### config.mk
export PLATFORM = sky130hd
export DESIGN_NAME = dotq_seq
export DESIGN_NICKNAME = d
export VERILOG_FILES = /design/src/rtl/dotq_pkg.sv /design/src/rtl/dotq_seq.sv
export SDC_FILE = /design/constraint.sdc
export NUM_CORES = 1
export LEC_CHECK = 0
export BUFFER_PORTS_ARGS = -buffer_cell sky130_fd_sc_hd__buf_2
export CAP_MARGIN = 20
export CORE_ASPECT_RATIO = 0.8
export CORE_MARGIN = 4
export CORE_UTILIZATION = 30
export DETAILED_ROUTE_END_ITERATION = 10
export SLEW_MARGIN = 20
export SYNTH_ARGS = -nofsm -noshare
export SYNTH_HDL_FRONTEND = slang
export SYNTH_SLANG_ARGS = --single-unit
### constraint.sdc
create_clock -name clk_i -period 4.45 [get_ports clk_i]
set_input_delay 0.6675 -clock clk_i [delete_from_list [all_inputs] [get_ports clk_i]]
set_output_delay 0.6675 -clock clk_i [all_outputs]
set_load 0.02 [all_outputs]
### src/rtl/dotq_pkg.sv
// Shared types and codes for the deadline-ordered timer queue.
// Used by dotq_store, dotq_seq and the top level; no dependencies.
`timescale 1ns / 1ps

package dotq_pkg;

  localparam int unsigned PtrW = 6;

  localparam logic MODE_INSERT = 1'b0;
  localparam logic MODE_POP    = 1'b1;

  localparam logic [1:0] ST_DUE  = 2'd0;
  localparam logic [1:0] ST_NONE = 2'd1;
  localparam logic [1:0] ST_FULL = 2'd2;

  typedef struct packed {
    logic        mode;
    logic [15:0] cell_index;
    logic [63:0] deadline;
    logic [63:0] now;
  } in_item_t;

  typedef struct packed {
    logic [1:0]  status;
    logic [15:0] due_index;
    logic        last;
  } out_item_t;

  typedef struct packed {
    logic [63:0] deadline;
    logic [15:0] index;
  } entry_t;

  typedef struct packed {
    logic            wr_en;
    logic [PtrW-1:0] wr_addr;
    entry_t          wr_data;
    logic            rd_en;
    logic [PtrW-1:0] rd_addr;
  } mem_req_t;

endpackage

### src/rtl/dotq_seq.sv
// Sequencer for the timer queue: ring pointers, shared deadline comparator
// and address adder, insertion shift walk and pop scan. Depends on dotq_pkg.
`timescale 1ns / 1ps

module dotq_seq
  import dotq_pkg::*;
#(
  parameter int unsigned QUEUE_DEPTH = 64,
  parameter int unsigned AW          = 6,
  parameter int unsigned CW          = 7
) (
  input  logic      clk_i,
  input  logic      rst_ni,
  input  logic      in_valid_i,
  output logic      in_ready_o,
  input  in_item_t  in_item_i,
  input  logic      out_free_i,
  output logic      emit_o,
  output out_item_t emit_item_o,
  output mem_req_t  req_o,
  input  entry_t    rd_data_i
);

  localparam int unsigned SW = CW + 1;
  localparam logic [SW-1:0] DepthS = SW'(QUEUE_DEPTH);
  localparam logic [CW-1:0] DepthC = CW'(QUEUE_DEPTH);

  typedef enum logic [5:0] {
    S_IDLE    = 6'b000001,
    S_INS_RD  = 6'b000010,
    S_INS_CMP = 6'b000100,
    S_POP_RD  = 6'b001000,
    S_POP_CMP = 6'b010000,
    S_RESP    = 6'b100000
  } state_e;

  state_e        state_q, state_d;
  logic [AW-1:0] head_q, head_d;
  logic [CW-1:0] count_q, count_d;
  logic [CW-1:0] pos_q, pos_d;
  logic [CW-1:0] k_q, k_d;
  logic          pend_q, pend_d;
  logic [15:0]   pend_idx_q, pend_idx_d;
  logic [63:0]   key_q, key_d;
  entry_t        new_q, new_d;

  logic [CW-1:0] off;
  logic [SW-1:0] sum;
  logic [SW-1:0] sum_w;
  logic [AW-1:0] addr;
  logic          le;
  logic          due;

  // shared address adder with ring wrap
  always_comb begin
    case (state_q)
      S_INS_RD:  off = (pos_q == '0) ? '0 : pos_q - CW'(1);
      S_INS_CMP: off = pos_q;
      default:   off = k_q;
    endcase
    sum   = SW'(head_q) + SW'(off);
    sum_w = (sum >= DepthS) ? sum - DepthS : sum;
    addr  = sum_w[AW-1:0];
  end

  // shared deadline comparator
  assign le  = rd_data_i.deadline <= key_q;
  assign due = (k_q < count_q) && le;

  assign in_ready_o = (state_q == S_IDLE);

  always_comb begin
    state_d     = state_q;
    head_d      = head_q;
    count_d     = count_q;
    pos_d       = pos_q;
    k_d         = k_q;
    pend_d      = pend_q;
    pend_idx_d  = pend_idx_q;
    key_d       = key_q;
    new_d       = new_q;
    req_o       = '0;
    emit_o      = 1'b0;
    emit_item_o = '0;
    case (state_q)
      S_IDLE: begin
        if (in_valid_i) begin
          new_d.deadline = in_item_i.deadline;
          new_d.index    = in_item_i.cell_index;
          if (in_item_i.mode == MODE_INSERT) begin
            key_d = in_item_i.deadline;
            if (count_q == DepthC) begin
              state_d = S_RESP;
            end else begin
              pos_d   = count_q;
              state_d = S_INS_RD;
            end
          end else begin
            key_d   = in_item_i.now;
            k_d     = '0;
            pend_d  = 1'b0;
            state_d = S_POP_RD;
          end
        end
      end
      S_INS_RD: begin
        if (pos_q == '0) begin
          req_o.wr_en   = 1'b1;
          req_o.wr_addr = PtrW'(addr);
          req_o.wr_data = new_q;
          count_d       = count_q + CW'(1);
          state_d       = S_IDLE;
        end else begin
          req_o.rd_en   = 1'b1;
          req_o.rd_addr = PtrW'(addr);
          state_d       = S_INS_CMP;
        end
      end
      S_INS_CMP: begin
        req_o.wr_en   = 1'b1;
        req_o.wr_addr = PtrW'(addr);
        if (le) begin
          req_o.wr_data = new_q;
          count_d       = count_q + CW'(1);
          state_d       = S_IDLE;
        end else begin
          req_o.wr_data = rd_data_i;
          pos_d         = pos_q - CW'(1);
          state_d       = S_INS_RD;
        end
      end
      S_POP_RD: begin
        req_o.rd_en   = 1'b1;
        req_o.rd_addr = PtrW'(addr);
        state_d       = S_POP_CMP;
      end
      S_POP_CMP: begin
        if (due) begin
          if (!pend_q) begin
            pend_d     = 1'b1;
            pend_idx_d = rd_data_i.index;
            k_d        = k_q + CW'(1);
            state_d    = S_POP_RD;
          end else if (out_free_i) begin
            emit_o                = 1'b1;
            emit_item_o.status    = ST_DUE;
            emit_item_o.due_index = pend_idx_q;
            emit_item_o.last      = 1'b0;
            pend_idx_d            = rd_data_i.index;
            k_d                   = k_q + CW'(1);
            state_d               = S_POP_RD;
          end
        end else if (out_free_i) begin
          emit_o           = 1'b1;
          emit_item_o.last = 1'b1;
          if (pend_q) begin
            emit_item_o.status    = ST_DUE;
            emit_item_o.due_index = pend_idx_q;
          end else begin
            emit_item_o.status = ST_NONE;
          end
          head_d  = addr;
          count_d = count_q - k_q;
          pend_d  = 1'b0;
          state_d = S_IDLE;
        end
      end
      S_RESP: begin
        if (out_free_i) begin
          emit_o             = 1'b1;
          emit_item_o.status = ST_FULL;
          emit_item_o.last   = 1'b1;
          state_d            = S_IDLE;
        end
      end
      default: begin
        state_d = S_IDLE;
      end
    endcase
  end

  always_ff @(posedge clk_i or negedge rst_ni) begin
    if (!rst_ni) begin
      state_q <= S_IDLE;
      head_q  <= '0;
      count_q <= '0;
      pos_q   <= '0;
      k_q     <= '0;
      pend_q  <= 1'b0;
    end else begin
      state_q <= state_d;
      head_q  <= head_d;
      count_q <= count_d;
      pos_q   <= pos_d;
      k_q     <= k_d;
      pend_q  <= pend_d;
    end
  end

  always_ff @(posedge clk_i) begin
    pend_idx_q <= pend_idx_d;
    key_q      <= key_d;
    new_q      <= new_d;
  end

  a_count_bound : assert property (@(posedge clk_i) disable iff (!rst_ni)
    count_q <= DepthC)
    else $error("entry count above depth");

  a_emit_free : assert property (@(posedge clk_i) disable iff (!rst_ni)
    emit_o |-> out_free_i)
    else $error("result issued while output register busy");

  a_idle_no_pend : assert property (@(posedge clk_i) disable iff (!rst_ni)
    (state_q == S_IDLE) |-> !pend_q)
    else $error("pending due entry left at idle");

  a_ins_pos : assert property (@(posedge clk_i) disable iff (!rst_ni)
    (state_q == S_INS_CMP) |-> (pos_q != '0) && (pos_q <= count_q))
    else $error("insert walk position out of range");

  a_pop_scan : assert property (@(posedge clk_i) disable iff (!rst_ni)
    (state_q == S_POP_RD) |-> (k_q <= count_q))
    else $error("pop scan past entry count");

endmodule

==> metrics.md, run 1 <==
| Metric | Value |
|---|---|
| Top FF cell, synth | edfxtp_1 |
| Vias in the first global route | 8514 |
| Sinks on Clock Net | 194 |
| Fin crit share | 96.58% |
| Setup tns final | 0 ns |
| Die W | 218.9 um |
| Final setup fails | 0 |
| Power per cell area | 494.8 nW/um^2 |
| I/O pin count | 344 |
| Relative slew slack | 34.71% |
| Initial core utilization | 30.54% |
| Drt pass-1 iters | 5 |
| Layout cells sized above 1 | 40.38% |
| Peak VDD IR | 0.3091 mV |
| R2r setup slk | 0.93 ns |
| Die area | 38680 sq um |
| Syn nets | 1204 |
| WL final | 33630 um |
| Final Core Density | 39.74% |
| Inst Count DP | 1692 |
| Antenna diode count | 0 |
| Rows | 61 |
| Post-synthesis sequential area ratio | 52.99% |
| Cell Area, Synth | 10680 sq um |
| Max H-tree Level | 4 |
| Antenna-violating nets left | 0 |
| Fin. Hold Viols | 0 |
| CTS Buf Count | 17 |
| Yosys cell types | 62 |
| Starting DRT DRC Count | 613 |
| First-pass GRT wire length | 49690 um |
| CTS tree | yes |
| GRT Total Usage | 16.72% |
| CP Capture Type | output pin |
| Area contributors post-synth | edfxtp_1 45%, ha_1 9.4%, dfrtp_1 7.7% |
| Clk buf depth | 2 |
| Kind of critical path | flip-flop to output pin |
| Synth Instances | 893 |
| Gr ovfl total | 0 |
| P&R area growth vs syn | 30.12% |
| Cell taking the most area after synthesis | edfxtp_1 |
| Synth top area share | 45.01% |
| Final setup skew | 0.01783 ns |
| Pins Over Slew Limit | 0 |
| Least-Margin Pin Slew | 0.9794 ns |
| CP Max Fanout | 6 |
| Core Region | 34960 sq um |
| Worst-Skew Late Latency | 0.44 ns |
| Syn Area/Cell | 11.95 sq um |
| Via density | 4.935 |
| Power, Total | 6873 uW |
| Yosys reg bits | 194 |
| Final Non-Filler Cells | 1740 |
| Max cap viols | 0 |
| Min Hold Slack | 0.3286 ns |
| Area of the multi-input gates | 4679 sq um |
| Post-synth EDFFs | 160 |
| Synth warn | 0 |
| Worst reg2reg startpoint | key_q[7] |
| Worst-path clk slew | 0.08 ns |
| Worst Setup Start Kind | flip-flop |
| R2R depth | 11 |
| Worst endpoint required time | 3.78 ns |
| Fill cell count | 3447 |
| DRC Markers | 0 |
| Post-synth ARST share | 17.53% |
| Leak | 0.006308 uW |
| Nets | 1566 |
| Final Critical Period | 4.298 ns |
| Fmax achieved | 232.7 MHz |
| Largest net degree at the start of global routing | 90 |
| Total number of vias | 8587 |
| Worst endpoint data arrival time | 3.63 ns |
| Antenna violations before repair | 6 |
| Reg-to-Reg End | k_q[3] |
| Post-DP HPWL | 25780 um |
| Area occupied by registers | 5657 sq um |
| WL per Instance | 19.33 um |
| Die height | 176.7 um |
| Port Buf Inserts | 343 |
| RD Place Congestion | 0.8852 |
| Outcome | completed |
| Root buf cell | clkbuf_16 |
| HP Class | input port to asynchronous set/reset pin |
## logic make-up after synthesis
| group | share of synthesized area, % |
|---|---|
| AND/OR/NAND/NOR | 9.705 |
| multiplexers | 7.150 |
| AO/OA/AOI/OAI | 15.20 |
| adder cells (fa/ha/maj) | 9.752 |
| XOR/XNOR | 0.8204 |
| buffers and inverters | 4.384 |
| flip-flops | 52.99 |
## cell usage after synthesis, drive strengths merged, types with 4 or more instances
| master | count |
|---|---|
| a21o | 11 |
| a21oi | 46 |
| ha | 80 |
| dfrtp | 33 |
| clkbuf | 24 |
| o211ai | 7 |
| edfxtp | 160 |
| buf | 11 |
| inv | 86 |
| nand2 | 44 |
| a211oi | 4 |
| nand4 | 19 |
| nor2 | 26 |
| xnor2 | 5 |
| and3 | 4 |
| mux2 | 66 |
| a221oi | 4 |
| nor3b | 5 |
| nand3 | 24 |
| nor2b | 5 |
| nor3 | 15 |
| nor4 | 8 |
| xor2 | 5 |
| a22o | 85 |
| and2 | 19 |
| nand2b | 4 |
| or2 | 5 |
| o21ai | 42 |
## cells in the final DEF, fill, tap and decap left out, types with 5 or more instances in the layout
| cell | n |
|---|---|
| a21o_1 | 11 |
| a21oi_1 | 43 |
| a22o_1 | 85 |
| and2_1 | 18 |
| buf_2 | 340 |
| buf_4 | 31 |
| clkbuf_16 | 17 |
| dfrtp_1 | 33 |
| edfxtp_1 | 160 |
| ha_1 | 78 |
| inv_1 | 84 |
| inv_6 | 5 |
| mux2_2 | 66 |
| nand2_1 | 44 |
| nand3_1 | 24 |
| nand4_1 | 19 |
| nor2_1 | 22 |
| nor2b_1 | 5 |
| nor3_1 | 12 |
| nor3b_1 | 5 |
| nor4_1 | 6 |
| o211ai_1 | 7 |
| o21ai_0 | 36 |
## through the flow
step	setup slack, ns	area, sq um
after detailed placement	0.03282	13040
after floorplan	0.4066	10680
after global routing	-0.01178	13890
after CTS	0.002641	13750
after global placement	0.09402	13040
final	0.1522	13890
## power by group
part / internal [uW] / switching (uW)
Combinational: 920 / 1480
Sequential: 2590 / 241
Clock: 877 / 760
## worst max-delay path, cell delays in order (launching register included)
cell	delay [ns]
dfrtp_1	0.43
or2_4	0.28
nor4_4	0.35
nand2_1	0.12
or2_4	0.28
buf_6	0.13
buf_6	0.13
o21ai_1	0.15
ha_2	0.21
a21o_1	0.14
a21oi_2	0.07
o21bai_1	0.17
a21oi_2	0.10
xor2_2	0.16
xnor2_2	0.17
nor2_2	0.17
buf_6	0.13
## layout make-up
cell class,instances,area share [%]
inverter,86,2.324
timing repair buffer,378,14.68
tap,472,4.251
clock buffer,20,3.288
clock inverter,12,1.045
sequential,194,40.72
multi-input combinational,578,33.69
## sequential cells by signal, summed over array words and instances (netlist names)
register	cells
state_q	6
count_q	7
key_q	64
head_q	6
k_q	7
pend_q	1
pos_q	7
pend_idx_q	16
new_q	80
## how the worst max path moves through the flow
stage | from | endpoint | cells after the start
4_1_cts | pos_q[0] | req_o[92] | 18
3_3_place_gp | rd_data_i[23] | req_o[72] | 13
2_1_floorplan | state_q[5] | req_o[5] | 14
5_1_grt | state_q[4] | req_o[5] | 16
3_5_place_dp | rd_data_i[23] | req_o[24] | 13
6_report | state_q[4] | req_o[5] | 16
## per-layer routing
| metal | wire length, um | track usage, % | vias to the layer above | part of all wire (%) |
|---|---|---|---|---|
| met5 | 68 | 0 | - | 0.20 |
| met3 | 2072 | 4.136 | 43 | 6.2 |
| met4 | 557 | 4.133 | 12 | 1.7 |
| met1 | 14650 | 22.72 | 4151 | 44 |
| li1 | - | - | 4114 | - |
| met2 | 16280 | 26.98 | 267 | 48 |
## timing repair
item	4_1_cts	5_1_grt
setup endpoints to repair	6	46
setup buffers	7	9
hold buffers	0	0
resized for setup	14	21
pin swaps	7	14
(Power assumes the default switching activity.)
==> inputs of run 2 (changes only) <==
--- a/config.mk
+++ b/config.mk
@@ -8,9 +8,10 @@
 export BUFFER_PORTS_ARGS = -buffer_cell sky130_fd_sc_hd__buf_2
 export CAP_MARGIN = 20
 export CORE_ASPECT_RATIO = 0.8
-export CORE_MARGIN = 4
-export CORE_UTILIZATION = 30
+export CORE_MARGIN = 5
+export CORE_UTILIZATION = 40
 export DETAILED_ROUTE_END_ITERATION = 10
+export PLACE_DENSITY = 0.68
 export SLEW_MARGIN = 20
 export SYNTH_ARGS = -nofsm -noshare
 export SYNTH_HDL_FRONTEND = slang
==> metrics.md, run 2 (synthesis gave the netlist of run 1 again) <==
| Metric | Value |
|---|---|
| Most frequent cells in the layout | 341 x buf_2, 160 x edfxtp_1, 85 x a22o_1 (was 340 x buf_2, 160 x edfxtp_1, 85 x a22o_1) |
| Antenna violations before repair | 4 (was 6) |
| WL final | 30760 um (was 33630 um) |
| Total number of vias | 8569 (was 8587) |
| Kind of critical path | flip-flop to output pin (unchanged) |
| Worst-path clk slew | 0.08 ns (about the same) |
| Final setup skew | 0.01247 ns (was 0.01783 ns) |
| Root buf cell | clkbuf_16 (unchanged) |
| Relative slew slack | 35.87% (was 34.71%) |
| Antenna-violating nets left | 0 (unchanged) |
| Final Non-Filler Cells | 1613 (was 1740) |
| Commonest non-fill, non-tap cell in the layout | buf_2 (unchanged) |
| Vias in the first global route | 8678 (was 8514) |
| Leak | 0.006236 uW (was 0.006308 uW) |
| Outcome | completed (unchanged) |
| Switching Share | 36.43% (was 36.10%) |
| Rows | 53 (was 61) |
| Via density | 5.312 (was 4.935) |
| Critical path cell sequence | inv_2 > ha_4 > nand2b_4 > or3_4 > nor3_2 > or2_4 > buf_6 > o21ai_0 > nand2_1 > o221ai_1 > ha_1 > a21oi_2 > o21bai_1 > a21oi_2 > xor2_2 > xnor2_2 > nor2_1 > buf_4 (was or2_4 > nor4_4 > nand2_1 > or2_4 > buf_6 > buf_6 > o21ai_1 > ha_2 > a21o_1 > a21oi_2 > o21bai_1 > a21oi_2 > xor2_2 > xnor2_2 > nor2_2 > buf_6) |
| Largest net degree at the start of global routing | 77 (was 90) |
| Logic gate share of total power | 34.8% (was 34.9%) |
| Final setup fails | 0 (unchanged) |
| Worst endpoint required time | 3.78 ns (about the same) |
| Layout cells sized above 1 | 39.44% (was 40.38%) |
| Most frequent CP cell | a21oi_2 (was buf_6) |
| Inst Count DP | 1574 (was 1692) |
| CTS tree | yes (unchanged) |
| I/O pin count | 344 (unchanged) |
| Die W | 192.6 um (was 218.9 um) |
| # hold bufs at CTS | 0 (unchanged) |
| Clk buf depth | 2 (unchanged) |
| Nets | 1554 (was 1566) |
| Initial core utilization | 40.65% (was 30.54%) |
| Family with the most delay on the worst path | simple AND/OR/NAND/NOR gates (unchanged) |
| Top reg by flops | new_q (unchanged) |
| WL per Instance | 19.07 um (was 19.33 um) |
| Starting DRT DRC Count | 541 (was 613) |
| Sinks on Clock Net | 194 (unchanged) |
| DRC Markers | 0 (unchanged) |
| Fmax achieved | 233.1 MHz (was 232.7 MHz) |
| Least-Margin Pin Slew | 0.9619 ns (was 0.9794 ns) |
| First-pass GRT wire length | 46430 um (was 49690 um) |
| Pins Over Slew Limit | 0 (unchanged) |
| Crit-path max cell delay | 0.42 ns (was 0.43 ns) |
| Switching power of the nets | 2420 uW (was 2481 uW) |
| Worst Setup Start Kind | flip-flop (unchanged) |
| Peak VDD IR | 0.2781 mV (was 0.3091 mV) |
| Gr ovfl total | 0 (unchanged) |
| CP Max Fanout | 12 (was 6) |
| CP Buf/Inv Count | 3 (unchanged) |
| HP Class | input port to asynchronous set/reset pin (unchanged) |
| Worst-Skew Late Latency | 0.44 ns (about the same) |
| Max stage delay cell, worst path | dfrtp_1 (unchanged) |
| Core Region | 26260 sq um (was 34960 sq um) |
| Fin. Hold Viols | 0 (unchanged) |
| Final Critical Period | 4.290 ns (was 4.298 ns) |
| Max H-tree Level | 4 (unchanged) |
| Max cap viols | 0 (unchanged) |
| Post-DP HPWL | 23280 um (was 25780 um) |
| CP Capture Type | output pin (unchanged) |
| GRT Total Usage | 19.85% (was 16.72%) |
| Worst endpoint data arrival time | 3.62 ns (was 3.63 ns) |
| Sequential power share | 42.4% (was 41.2%) |
| RSZ-0062 raised after global routing | yes |
| Die height | 156.1 um (was 176.7 um) |
| Number of flip-flops under the largest register name | 80 (unchanged) |
| Power per cell area | 487.7 nW/um^2 (was 494.8 nW/um^2) |
| RD Place Congestion | 0.8305 (was 0.8852) |
| Drt pass-1 iters | 5 (unchanged) |
| CTS Buf Count | 17 (unchanged) |
| Clock power frac | 22.8% (was 23.8%) |
| Largest registers | new_q: 80 flops, key_q: 64 flops, pend_idx_q: 16 flops (unchanged) |
| P&R area growth vs syn | 27.59% (was 30.12%) |
| Port Buf Inserts | 343 (unchanged) |
| Setup tns final | 0 ns (unchanged) |
| Die area | 30080 sq um (was 38680 sq um) |
| Internal Power | 4223 uW (was 4391 uW) |
| Fin crit share | 96.41% (was 96.58%) |
[run 2: cell types whose count changed in the layout (fill, tap and decap cells not counted), moves of 3 or more]
cell and change:
clkinv_4 +4, o21ai_0 +3, inv_8 +3, buf_4 -13
inv_6 -3
[run 2: power by group through the flow]
| stage | registers [uW] | logic, uW | clock network, uW |
|---|---|---|---|
| finish | 2810 | 2310 | 1510 |
| global route | 2860 | 2570 | 1620 |
| CTS | 2810 | 2300 | 1550 |
| detailed placement | 2840 | 2240 | 0 |
| global placement | 2840 | 2190 | 0 |
| floorplan | 2800 | 1510 | 0 |
[run 2: worst reg2reg max path, stage by stage (launching register included)]
cell,delay [ns]
edfxtp_1,0.37
inv_1,0.06
ha_1,0.25
a21oi_1,0.15
o21ai_0,0.14
a221oi_1,0.33
a31oi_1,0.20
or3_4,0.39
o21a_4,0.24
or4_4,0.64
or4b_1,0.53
nand2_1,0.07
[run 2: final cells by class]
type | count | area (sq um)
clock buffer | 17 | 425.4
clock inverter | 14 | 141.4
antenna | 1 | 2.502
fill | 2370 | 12640
multi-input combinational | 578 | 4659
inverter | 86 | 322.8
tap | 357 | 446.7
sequential | 194 | 5658
timing repair buffer | 366 | 1964
[run 2: final timing paths]
check                               start         end  slack [ns]  cells past startpoint
max in group asynchronous          rst_ni  state_q[5]        3.56                      1
hold / removal                     rst_ni      k_q[4]        0.32                      1
setup / recovery                 pos_q[1]    req_o[5]        0.16                     18
min in group clk_i         in_item_i[137]    new_q[9]        0.40                      1
hold reg to reg                 head_q[4]   head_q[4]        0.51                      2
setup reg to reg                 key_q[7]      k_q[3]        1.01                     11
[run 2: through the flow]
| step | instance area (sq um) | total power (uW) | utilization (%) | hold WS, ns | setup WS (ns) |
|---|---|---|---|---|---|
| 2_1_floorplan | 10680 | 4318 | - | 0.3719 | 0.4066 |
| 3_3_place_gp | 12890 | 5021 | 49.08 | 0.4763 | -0.1378 |
| 3_5_place_dp | 12890 | 5075 | 49.08 | 0.4927 | -0.1710 |
| 4_1_cts | 13520 | 6657 | 51.50 | 0.3342 | -0.03313 |
| 5_1_grt | 13620 | 7052 | 51.86 | 0.3721 | -0.01107 |
| 6_report | 13620 | 6643 | 51.87 | 0.3241 | 0.1599 |
[run 2: per-layer routing]
metal,share of wire [%],global-route usage (%),up-vias
li1,-,-,4107
met1,41,24.60,4084
met2,49,33.43,316
met3,7.5,5.906,56
met4,2.4,6.382,6
met5,0.10,0,-
[run 2: timing repair]
item | CTS | global route
setup endpoints to repair | 74 | 79
setup buffers | 4 | 3
pin swaps | 4 | 4
gates resized for setup | 7 | 16
==> inputs of run 3 (changes only) <==
--- a/config.mk
+++ b/config.mk
@@ -12,6 +12,7 @@
 export CORE_UTILIZATION = 40
 export DETAILED_ROUTE_END_ITERATION = 10
 export PLACE_DENSITY = 0.68
+export RECOVER_POWER = 50
 export SLEW_MARGIN = 20
 export SYNTH_ARGS = -nofsm -noshare
 export SYNTH_HDL_FRONTEND = slang
==> metrics.md, run 3 (synthesis gave the netlist of run 1 again) <==
| Metric | Value |
|---|---|
| Inst Count DP | 1574 (unchanged) |
| Worst-Skew Late Latency | 0.44 ns (about the same) |
| Antenna violations before repair | 4 (unchanged) |
| Power per cell area | 489.7 nW/um^2 (was 487.7 nW/um^2) |
| Nets | 1554 (unchanged) |
| Logic gate share of total power | 34.8% (about the same) |
| Min Hold Slack | 0.3959 ns (was 0.3241 ns) |
| Total number of vias | 8590 (was 8569) |
| Uppermost layer routed | met5 (unchanged) |
| Sequential power share | 42.4% (about the same) |
| Commonest non-fill, non-tap cell in the layout | buf_2 (unchanged) |
| Drt pass-1 iters | 5 (unchanged) |
| Final Non-Filler Cells | 1613 (unchanged) |
| Largest registers | new_q: 80 flops, key_q: 64 flops, pend_idx_q: 16 flops (unchanged) |
| Internal Power | 4218 uW (was 4223 uW) |
| Rows | 53 (unchanged) |
| Fmax achieved | 233.0 MHz (was 233.1 MHz) |
| Peak VDD IR | 0.2831 mV (was 0.2781 mV) |
| Most frequent CP cell | a21oi_2 (unchanged) |
| HP Class | input port to flip-flop (was input port to asynchronous set/reset pin) |
| Starting DRT DRC Count | 513 (was 541) |
| Critical path cell sequence | inv_2 > ha_4 > nand2b_4 > or3_4 > nor3_2 > or2_4 > buf_6 > o21ai_0 > nand2_1 > o221ai_1 > ha_1 > a21oi_2 > o21bai_1 > a21oi_2 > xor2_2 > xnor2_2 > nor2_1 > buf_4 (unchanged) |
| Pins Over Slew Limit | 103 (was 0) |
| Crit-path max cell delay | 0.41 ns (was 0.42 ns) |
| Worst Setup Start Kind | flip-flop (unchanged) |
| Clk buf depth | 2 (unchanged) |
| Root buf cell | clkbuf_16 (unchanged) |
| Switching power of the nets | 2425 uW (was 2420 uW) |
| CTS tree | yes (unchanged) |
| Outcome | finished with violations (was completed) |
| Worst endpoint data arrival time | 3.62 ns (about the same) |
| Antenna-violating nets left | 0 (unchanged) |
| WL final | 30780 um (was 30760 um) |
| Fill cell count | 2401 (was 2370) |
| Switching Share | 36.51% (was 36.43%) |
| CP Max Fanout | 12 (unchanged) |
| CTS Buf Count | 17 (unchanged) |
| I/O pin count | 344 (unchanged) |
| Relative slew slack | -31.96% (was 35.87%) |
| Worst-path clk slew | 0.08 ns (about the same) |
| Routed wl met2 | 15050 um (was 15040 um) |
| R2r setup slk | 1.01 ns (about the same) |
| WL per Instance | 19.08 um (was 19.07 um) |
| Die area | 30080 sq um (unchanged) |
| Final Core Density | 51.66% (was 51.87%) |
| CP Capture Type | output pin (unchanged) |
| Final Critical Period | 4.292 ns (was 4.290 ns) |
| Top reg by flops | new_q (unchanged) |
| P&R area growth vs syn | 27.09% (was 27.59%) |
| Failing checks | max-capacitance violations, max-slew violations |
| Most frequent cells in the layout | 300 x buf_2, 160 x edfxtp_1, 85 x a22o_1 (was 341 x buf_2, 160 x edfxtp_1, 85 x a22o_1) |
| Largest net degree at the start of global routing | 77 (unchanged) |
| Max stage delay cell, worst path | dfrtp_1 (unchanged) |
| Port Buf Inserts | 343 (unchanged) |
| Die height | 156.1 um (unchanged) |
| DRC Markers | 0 (unchanged) |
| Vias in the first global route | 8678 (unchanged) |
| RD Place Congestion | 0.8305 (unchanged) |
| Number of flip-flops under the largest register name | 80 (unchanged) |
| Layout cells sized above 1 | 35.70% (was 39.44%) |
| First-pass GRT wire length | 46430 um (unchanged) |
| Gr ovfl total | 0 (unchanged) |
| Fin crit share | 96.45% (was 96.41%) |
| Worst endpoint required time | 3.78 ns (about the same) |
| Die W | 192.6 um (unchanged) |
| Sinks on Clock Net | 194 (unchanged) |
| Post-DP HPWL | 23280 um (unchanged) |
| Final setup fails | 0 (unchanged) |
| Max cap viols | 2 (was 0) |
| RSZ-0062 raised after global routing | yes (unchanged) |
| Leak | 0.006123 uW (was 0.006236 uW) |
| Kind of critical path | flip-flop to output pin (unchanged) |
| Initial core utilization | 40.65% (unchanged) |
| Least-Margin Pin Slew | 1.979 ns (was 0.9619 ns) |
| Final setup skew | 0.01350 ns (was 0.01247 ns) |
| Via density | 5.325 (was 5.312) |
| Max H-tree Level | 4 (unchanged) |
| Met3 WL post-DR | 2426 um (was 2293 um) |
| GRT Total Usage | 19.85% (unchanged) |
| Fin. Hold Viols | 0 (unchanged) |
| Clock power frac | 22.9% (was 22.8%) |
| # hold bufs at CTS | 0 (unchanged) |
| M1 wire length | 12520 um (was 12640 um) |
| Core Region | 26260 sq um (unchanged) |
| Power, Total | 6643 uW (about the same) |
run 3: cell types whose count changed in the layout (fill, tap and decap cells not counted):
cell	previous run	this run
buf_2	341	300
clkbuf_1	0	41
mux2_1	0	6
mux2_2	66	60
buf_4	18	17
clkbuf_2	0	1
run 3: area by class of cell:
cell class              count  area, sq um  area share, %
diodes                      1        2.502        0.01845
inverters                  86        322.8          2.379
clock buffers              17        425.4          3.136
repair buffers            366         1911          14.08
clock inverters            14        141.4          1.042
multi-input cells         578         4659          34.34
flip-flops and latches    194         5658          41.70
well taps                 357        446.7          3.292
run 3: what timing repair did:
item,CTS,global route
buffers inserted,4,3
resized for setup,7,16
endpoints found under the setup margin,74,79
endpoints found under the hold margin,0,0
pin swaps,4,4
run 3: per-layer routing:
metal	global-route usage, %	vias to the layer above
li1	-	4107
met1	24.60	4084
met2	33.43	337
met3	5.906	56
met4	6.382	6
met5	0	-
run 3: path summary, 6_finish.rpt:
check,start,to,cells past startpoint
min in group asynchronous,rst_ni,k_q[2],1
max in group asynchronous,rst_ni,state_q[5],1
hold reg to reg,head_q[4],head_q[4],2
setup / recovery,pos_q[0],req_o[5],18
setup reg to reg,key_q[7],k_q[3],11
hold / removal,in_item_i[139],new_q[11],1
run 3: through the flow:
step                 TNS, ns  setup WS (ns)  area, sq um
finish                     0         0.1581        13570
global placement      -2.205        -0.1378        12890
global route        -0.01107       -0.01107        13560
detailed placement    -5.039        -0.1710        12890
CTS                 -0.03313       -0.03313        13520
floorplan                  0         0.4066        10680
run 3: power groups by stage:
stage	Clock [uW]	Combinational (uW)	Sequential, uW
2_1_floorplan	0	1510	2800
4_1_cts	1550	2300	2810
6_report	1520	2310	2810
5_1_grt	1620	2570	2860
3_3_place_gp	0	2190	2840
3_5_place_dp	0	2240	2840
run 3: critical path, delay by kind of cell, from the launching register on:
kind	cells	cell delay [ns]
flip-flops	1	0.41
buffers and inverters	3	0.41
AND/OR/NAND/NOR	6	0.86
adder cells (fa/ha/maj)	2	0.49
AO/OA/AOI/OAI	5	0.67
XOR/XNOR	2	0.34
